**config.mk**
```make
export PLATFORM = sky130hd
export DESIGN_NAME = mott_quality_trimmer_flat
export DESIGN_NICKNAME = d
export VERILOG_FILES = /design/src/rtl/mqt_pkg.sv /design/src/rtl/mqt_ifs.sv /design/src/rtl/mott_quality_trimmer.sv /design/src/rtl/mqt_cfg_regs.sv /design/src/rtl/mqt_score_core.sv /design/src/flat_wrapper.sv
export SDC_FILE = /design/constraint.sdc
export NUM_CORES = 1
export LEC_CHECK = 0
export BUFFER_PORTS_ARGS = -buffer_cell sky130_fd_sc_hd__buf_2
export CAP_MARGIN = 30
export CELL_PAD_IN_SITES_DETAIL_PLACEMENT = 0
export CELL_PAD_IN_SITES_GLOBAL_PLACEMENT = 1
export CORE_ASPECT_RATIO = 1.1
export CORE_MARGIN = 5
export CORE_UTILIZATION = 48
export CTS_CLUSTER_DIAMETER = 120
export DETAILED_ROUTE_END_ITERATION = 7
export PLACE_DENSITY_LB_ADDON = 0.15
export SYNTH_ARGS = -nofsm -noshare
export SYNTH_HDL_FRONTEND = slang
export SYNTH_SLANG_ARGS = --single-unit
```
**constraint.sdc**
```tcl
create_clock -name clk_i -period 8.49 [get_ports clk_i]
set_input_delay 0.4245 -clock clk_i [delete_from_list [all_inputs] [get_ports clk_i]]
set_output_delay 0.4245 -clock clk_i [all_outputs]
set_load 0.01 [all_outputs]
```
**src/rtl/mqt_pkg.sv**
```systemverilog
// package for the quality trimmer: payload types, register indexes, constants
// used by the channel interfaces and all rtl modules
package mqt_pkg;

  localparam int unsigned LengthBitsDef = 16;
  localparam int unsigned QualW         = 8;
  localparam int unsigned ReadLenW      = 16;
  localparam int unsigned CutW          = 16;
  localparam int unsigned ScoreW        = 25;
  localparam int unsigned CfgIdxW       = 8;
  localparam int unsigned CfgDataW      = 8;

  localparam logic [QualW-1:0]  PhredOffset   = 8'd33;
  localparam logic [ScoreW-1:0] ScoreMax      = 25'd16777215;
  localparam logic [QualW-1:0]  CutoffReset   = 8'd20;

  typedef enum logic [CfgIdxW-1:0] {
    REG_QUALITY_CUTOFF = 8'd0,
    REG_TRIM_DIRECTION = 8'd1
  } cfg_reg_e;

  typedef struct packed {
    logic [QualW-1:0]    quality_char;
    logic [ReadLenW-1:0] read_length;
    logic                last_of_read;
  } item_t;

  typedef struct packed {
    logic [CutW-1:0] cut_position;
  } result_t;

  typedef struct packed {
    logic [CfgIdxW-1:0]  index;
    logic [CfgDataW-1:0] data;
  } cfg_wr_t;

  typedef struct packed {
    logic [QualW-1:0] quality_cutoff;
    logic             trim_direction;
  } cfg_t;

endpackage

```
**src/rtl/mqt_ifs.sv**
```systemverilog
// valid/ready channel interfaces for items, results and register writes
// depends on mqt_pkg
interface mqt_item_if;
  import mqt_pkg::*;
  logic  valid;
  logic  ready;
  item_t payload;
  modport source (output valid, output payload, input ready);
  modport sink (input valid, input payload, output ready);
endinterface

interface mqt_result_if;
  import mqt_pkg::*;
  logic    valid;
  logic    ready;
  result_t payload;
  modport source (output valid, output payload, input ready);
  modport sink (input valid, input payload, output ready);
endinterface

interface mqt_cfg_if;
  import mqt_pkg::*;
  logic    valid;
  logic    ready;
  cfg_wr_t payload;
  modport source (output valid, output payload, input ready);
  modport sink (input valid, input payload, output ready);
endinterface

```
**src/rtl/mott_quality_trimmer.sv**
```systemverilog
// modified mott quality trimmer: input register, score core, result register
// depends on mqt_pkg, mqt_ifs, mqt_cfg_regs, mqt_score_core
//
// One quality character is taken per item and one item per clock cycle is
// sustained outside the stall below; a result is valid once the item that ends
// the read (or has read length 0) has passed the input register and the score
// core into the result register. The score loop (one add, saturate and compare
// against the best score) sets the rate. The result register holds a finished
// cut position while further items keep entering; the input side stalls only
// when that register is still full and the next item also produces a result.
// Configuration must be written by the user with the block idle (not enforced).
module mott_quality_trimmer #(
  parameter int unsigned LENGTH_BITS = mqt_pkg::LengthBitsDef
) (
  input  logic         clk_i,
  input  logic         rst_ni,
  mqt_item_if.sink     item_i,
  mqt_result_if.source result_o,
  mqt_cfg_if.sink      cfg_i
);
  import mqt_pkg::*;

  cfg_t            cfg;
  logic            s1_valid_d, s1_valid_q;
  item_t           s1_item_q;
  logic            res_valid_d, res_valid_q;
  result_t         res_q;
  logic            adv;
  logic            step;
  logic            emit;
  logic [CutW-1:0] cut;
  logic            take;

  assign cfg_i.ready = 1'b1;

  mqt_cfg_regs u_cfg (
    .clk_i   (clk_i),
    .rst_ni  (rst_ni),
    .wr_en_i (cfg_i.valid),
    .wr_i    (cfg_i.payload),
    .cfg_o   (cfg)
  );

  assign adv          = !res_valid_q || result_o.ready;
  assign step         = s1_valid_q && (adv || !emit);
  assign item_i.ready = adv || !emit || !s1_valid_q;
  assign take         = item_i.valid && item_i.ready;

  mqt_score_core #(
    .LENGTH_BITS (LENGTH_BITS)
  ) u_core (
    .clk_i  (clk_i),
    .rst_ni (rst_ni),
    .step_i (step),
    .item_i (s1_item_q),
    .cfg_i  (cfg),
    .emit_o (emit),
    .cut_o  (cut)
  );

  always_comb begin
    s1_valid_d = s1_valid_q;
    if (take) begin
      s1_valid_d = 1'b1;
    end else if (step) begin
      s1_valid_d = 1'b0;
    end
  end

  always_comb begin
    res_valid_d = res_valid_q;
    if (step && emit) begin
      res_valid_d = 1'b1;
    end else if (result_o.ready) begin
      res_valid_d = 1'b0;
    end
  end

  always_ff @(posedge clk_i or negedge rst_ni) begin
    if (!rst_ni) begin
      s1_valid_q  <= 1'b0;
      res_valid_q <= 1'b0;
    end else begin
      s1_valid_q  <= s1_valid_d;
      res_valid_q <= res_valid_d;
    end
  end

  always_ff @(posedge clk_i) begin
    if (take) begin
      s1_item_q <= item_i.payload;
    end
    if (step && emit) begin
      res_q.cut_position <= cut;
    end
  end

  assign result_o.valid   = res_valid_q;
  assign result_o.payload = res_q;

endmodule

```
**src/rtl/mqt_cfg_regs.sv**
```systemverilog
// configuration registers: quality cutoff and trim direction
// depends on mqt_pkg
module mqt_cfg_regs (
  input  logic            clk_i,
  input  logic            rst_ni,
  input  logic            wr_en_i,
  input  mqt_pkg::cfg_wr_t wr_i,
  output mqt_pkg::cfg_t   cfg_o
);
  import mqt_pkg::*;

  cfg_t cfg_d, cfg_q;

  always_comb begin
    cfg_d = cfg_q;
    if (wr_en_i) begin
      case (wr_i.index)
        REG_QUALITY_CUTOFF: cfg_d.quality_cutoff = wr_i.data;
        REG_TRIM_DIRECTION: cfg_d.trim_direction = wr_i.data[0];
        default: cfg_d = cfg_q;
      endcase
    end
  end

  always_ff @(posedge clk_i or negedge rst_ni) begin
    if (!rst_ni) begin
      cfg_q.quality_cutoff <= CutoffReset;
      cfg_q.trim_direction <= 1'b0;
    end else begin
      cfg_q <= cfg_d;
    end
  end

  assign cfg_o = cfg_q;

endmodule

```
**src/rtl/mqt_score_core.sv**
```systemverilog
// per-read score state and the mott score update
// depends on mqt_pkg
module mqt_score_core #(
  parameter int unsigned LENGTH_BITS = mqt_pkg::LengthBitsDef
) (
  input  logic                    clk_i,
  input  logic                    rst_ni,
  input  logic                    step_i,
  input  mqt_pkg::item_t          item_i,
  input  mqt_pkg::cfg_t           cfg_i,
  output logic                    emit_o,
  output logic [mqt_pkg::CutW-1:0] cut_o
);
  import mqt_pkg::*;

  localparam logic [LENGTH_BITS-1:0] LenMax = '1;

  logic signed [ScoreW-1:0] run_d, run_q;
  logic [ScoreW-1:0]        best_d, best_q;
  logic [LENGTH_BITS-1:0]   cut_d, cut_q;
  logic [LENGTH_BITS-1:0]   seen_d, seen_q;
  logic                     stop_d, stop_q;

  logic [31:0]            rlen_ext;
  logic [LENGTH_BITS-1:0] rlen;
  logic                   empty;
  logic                   scored;
  logic [ScoreW:0]        sum;
  logic [ScoreW-1:0]      sat;
  logic [LENGTH_BITS-1:0] cand_cut;
  logic [LENGTH_BITS-1:0] final_cut;
  logic [31:0]            final_ext;

  assign rlen_ext = 32'(item_i.read_length);
  assign rlen     = rlen_ext[LENGTH_BITS-1:0];
  assign empty    = (rlen == '0);
  assign scored   = !stop_q && (seen_q < rlen);

  assign sum = {run_q[ScoreW-1], run_q} + (ScoreW+1)'(cfg_i.quality_cutoff)
             + (ScoreW+1)'(PhredOffset) - (ScoreW+1)'(item_i.quality_char);

  always_comb begin
    if (sum[ScoreW]) begin
      sat = sum[ScoreW-1:0];
    end else if (sum[ScoreW-1]) begin
      sat = ScoreMax;
    end else begin
      sat = sum[ScoreW-1:0];
    end
  end

  assign cand_cut = cfg_i.trim_direction ? (seen_q + 1'b1) : (rlen - 1'b1 - seen_q);

  always_comb begin
    run_d  = run_q;
    best_d = best_q;
    cut_d  = cut_q;
    stop_d = stop_q;
    seen_d = (seen_q != LenMax) ? seen_q + 1'b1 : seen_q;
    if (scored) begin
      run_d = $signed(sat);
      if (sum[ScoreW]) begin
        stop_d = 1'b1;
      end else if (sat > best_q) begin
        best_d = sat;
        cut_d  = cand_cut;
      end
    end
  end

  always_comb begin
    if (best_d != '0) begin
      final_cut = cut_d;
    end else if (cfg_i.trim_direction) begin
      final_cut = '0;
    end else begin
      final_cut = rlen;
    end
  end

  assign final_ext = 32'(final_cut);
  assign emit_o    = empty || item_i.last_of_read;
  assign cut_o     = empty ? '0 : final_ext[CutW-1:0];

  always_ff @(posedge clk_i or negedge rst_ni) begin
    if (!rst_ni) begin
      run_q  <= '0;
      best_q <= '0;
      cut_q  <= '0;
      seen_q <= '0;
      stop_q <= 1'b0;
    end else if (step_i) begin
      if (emit_o) begin
        run_q  <= '0;
        best_q <= '0;
        cut_q  <= '0;
        seen_q <= '0;
        stop_q <= 1'b0;
      end else begin
        run_q  <= run_d;
        best_q <= best_d;
        cut_q  <= cut_d;
        seen_q <= seen_d;
        stop_q <= stop_d;
      end
    end
  end

endmodule

```
**src/flat_wrapper.sv**
```systemverilog
// flat-port wrapper written by rule: the top's interface ports become plain ports
module mott_quality_trimmer_flat import mqt_pkg::*;
#(
  parameter int unsigned LENGTH_BITS = mqt_pkg::LengthBitsDef
)
  (clk_i, rst_ni, item_i_valid, item_i_payload, item_i_ready, result_o_valid, result_o_payload, result_o_ready, cfg_i_valid, cfg_i_payload, cfg_i_ready);
  mqt_item_if item_i_i ();
  mqt_result_if result_o_i ();
  mqt_cfg_if cfg_i_i ();
  input  logic clk_i;
  input  logic rst_ni;
  input wire logic [$bits(item_i_i.valid)-1:0] item_i_valid;
  input wire logic [$bits(item_i_i.payload)-1:0] item_i_payload;
  output wire logic [$bits(item_i_i.ready)-1:0] item_i_ready;
  output wire logic [$bits(result_o_i.valid)-1:0] result_o_valid;
  output wire logic [$bits(result_o_i.payload)-1:0] result_o_payload;
  input wire logic [$bits(result_o_i.ready)-1:0] result_o_ready;
  input wire logic [$bits(cfg_i_i.valid)-1:0] cfg_i_valid;
  input wire logic [$bits(cfg_i_i.payload)-1:0] cfg_i_payload;
  output wire logic [$bits(cfg_i_i.ready)-1:0] cfg_i_ready;
  assign item_i_i.valid = item_i_valid;
  assign item_i_i.payload = item_i_payload;
  assign item_i_ready = item_i_i.ready;
  assign result_o_valid = result_o_i.valid;
  assign result_o_payload = result_o_i.payload;
  assign result_o_i.ready = result_o_ready;
  assign cfg_i_i.valid = cfg_i_valid;
  assign cfg_i_i.payload = cfg_i_payload;
  assign cfg_i_ready = cfg_i_i.ready;
  mott_quality_trimmer #(.LENGTH_BITS(LENGTH_BITS)) u_core (.clk_i(clk_i), .rst_ni(rst_ni), .item_i(item_i_i), .result_o(result_o_i), .cfg_i(cfg_i_i));
endmodule
```
==> flow_summary.ini <==
[synthesis]
netlist.area_leader.share = 0.2369
ys_ff_latch = 135
synth.avg_cell_area_um2 = 9.566
synth_commonest_cells = ha_1, nand2_1, inv_1
synth_nets = 1176
synth.largest_area_cell = dfrtp_1
synth_area_leaders = dfrtp_1, ha_1, edfxtp_1
synthArstFlopShare = 0.6963
yosysSeqAreaShare = 0.3689
synth-edff-count = 41
syn_area_um2 = 9719
synth_most_common_cell = ha_1
yosysUniqueCellTypes = 79
yosysWarnings = 0
synthFlopType = dfrtp_1
synth_cells = 1016

[detailed_routing]
drc = 0
drt_wl_total_um = 24610
ant_nets = 0
via_count = 7595
drtPass1Iterations = 4
detail_route.vias_per_cell = 5.689
drtIter0Drc = 390
wl_per_cell_um = 18.43

[critical_path]
required_ns = 8.62
endpoint_kind = flip-flop
slowest_delay_ns = 0.80
r2r_start = u_core.u_core.run_q[0]
crit_fanout = 16
crit_type = reg -> reg
critPathLaunchType = flip-flop
cpMaxStageDelayCell = and3_1
critPathArrivalTime_ns = 7.53
cp-startpoint = u_core.u_core.run_q[0]

[clock_network]
cts_root_buf = clkbuf_16
cts_buffer_depth = 2
clk_latency_ns = 0.42
clk_pin_slew_ns = 0.07
clock-sinks = 135
cts.htree.levels = 4
cts_resized = 0
numCtsBuffers = 17
tritoncts = done

[global_routing]
antenna_found_initial = 0
grt_overflow = 0
grt_pass1_vias = 7811
grt_pass1_wl_um = 40630
grt_max_degree = 62
grt_usage = 0.2146

[sta]
maxSlewViolCount = 0
setup_viol = 0
relSlewSlack = 0.3691
fin_crit_sh = 0.8718
setup_tns_ns = 0
hold_violations = 0
period_minus_slack_ns = 7.402
fmax_mhz = 135.1
rsz0062_at_grt = no
skew_ns = 0.01252
tightest_slew_ns = 0.9453

[floorplanning]
io_pins = 65
die_w_um = 145.7
die_h_um = 159.2
rows = 54
core-area_um2 = 19860
dieArea_um2 = 23200
start_util = 0.4893

[finish]
layout.nets = 1230
syn_to_final_growth_pct = 11.20
fillers = 1877
antenna_cells = 0
final_core_util = 0.5441
drive_gt1_frac = 0.1394

[placed_design]
place_hpwl_um = 18910
io_buffers = 63
gp_congestion = 0.9190

[min_path]
hp-start = item_i_payload[5]
hp-class = in -> reg

[run]
max-cap-violations = 0

[outcome]
status = completed
[worst paths after layout]
path	endpoint	slack (ns)	cells after the start
min in group asynchronous	u_core.u_cfg.cfg_o[0]	0.51	2
worst min register to register	u_core.u_core.cut_q[1]	0.49	2
worst max register to register	u_core.result_o.payload[11]	1.09	26
worst min-delay path	u_core.s1_item_q[5]	0.17	1
worst max-delay path	u_core.result_o.payload[11]	1.09	26
max in group asynchronous	u_core.u_core.cut_q[5]	6.76	3
[logic make-up after synthesis]
group,share of synthesized area
adder cells (fa/ha/maj),0.1545
AND/OR/NAND/NOR,0.1500
AO/OA/AOI/OAI,0.1983
XOR/XNOR,0.03875
multiplexers,0.03205
other,0.0003858
flip-flops,0.3689
buffers and inverters,0.05716
[area by class of cell]
cell class / instances / area [um^2] / area share
clock buffers: 18 / 439.2 / 0.04063
clock inverters: 14 / 138.9 / 0.01285
inverters: 94 / 352.8 / 0.03265
multi-input cells: 749 / 5580 / 0.5163
flip-flops and latches: 135 / 3586 / 0.3318
well taps: 252 / 315.3 / 0.02917
repair buffers: 73 / 395.4 / 0.03658
[worst max-delay path, delay by kind of cell (launching register included)]
| family | cells | cell delay [ns] |
|---|---|---|
| multiplexers | 1 | 0.17 |
| AND/OR/NAND/NOR | 9 | 2.99 |
| buffers and inverters | 3 | 0.18 |
| flip-flops | 1 | 0.35 |
| AO/OA/AOI/OAI | 8 | 1.92 |
| adder cells (fa/ha/maj) | 5 | 1.50 |
[metal layers]
metal  up-vias  routed length (um)  track usage
li1       3789                   -            -
met1      3658               10820       0.2675
met2       120               12830       0.3887
met3        28                 559      0.02619
met4         0                 402      0.06107
met5         -                   0            0
[layout by cell type, fill, tap and decap left out, types with 18 or more instances in the layout]
cell      instances
xnor2_1          24
inv_1            94
a21oi_1          44
nor2_1           47
dfrtp_1          92
nand4_1          20
edfxtp_1         41
xor2_1           19
a21o_1           18
nand3_1          19
nand2_1         100
a22o_1           48
o21ai_0          69
buf_2            62
ha_1            104
[stage by stage]
| step | std cells | area (um^2) | hold slack (ns) | worst slack, ns |
|---|---|---|---|---|
| final | 1335 | 10810 | 0.1721 | 1.088 |
| after global routing | 1335 | 10810 | 0.1553 | 0.5305 |
| after CTS | 1335 | 10810 | 0.1576 | 1.038 |
| after detailed placement | 1302 | 10220 | 0.4237 | 1.063 |
| after global placement | 1302 | 10220 | 0.4188 | 1.221 |
| after floorplan | 1016 | 9719 | 0.1289 | 2.114 |
[state kept, by name (all words and copies together), names as in the netlist]
name,flops
u_core.result_o.payload,16
u_core.result_o.valid,1
u_core.s1_item_q,25
u_core.s1_valid_q,1
u_core.u_cfg.cfg_o,9
u_core.u_core.best_q,25
u_core.u_core.cut_q,16
u_core.u_core.run_q,25
u_core.u_core.seen_q,16
u_core.u_core.stop_q,1
[timing repair]
item,in CTS,in global routing
buffers inserted,0,0
hold buffers,1,0
hold endpoints to repair,31,0
Power is not shown: default switching activity piles up to over one toggle a cycle in this logic, so the estimate is an artifact.
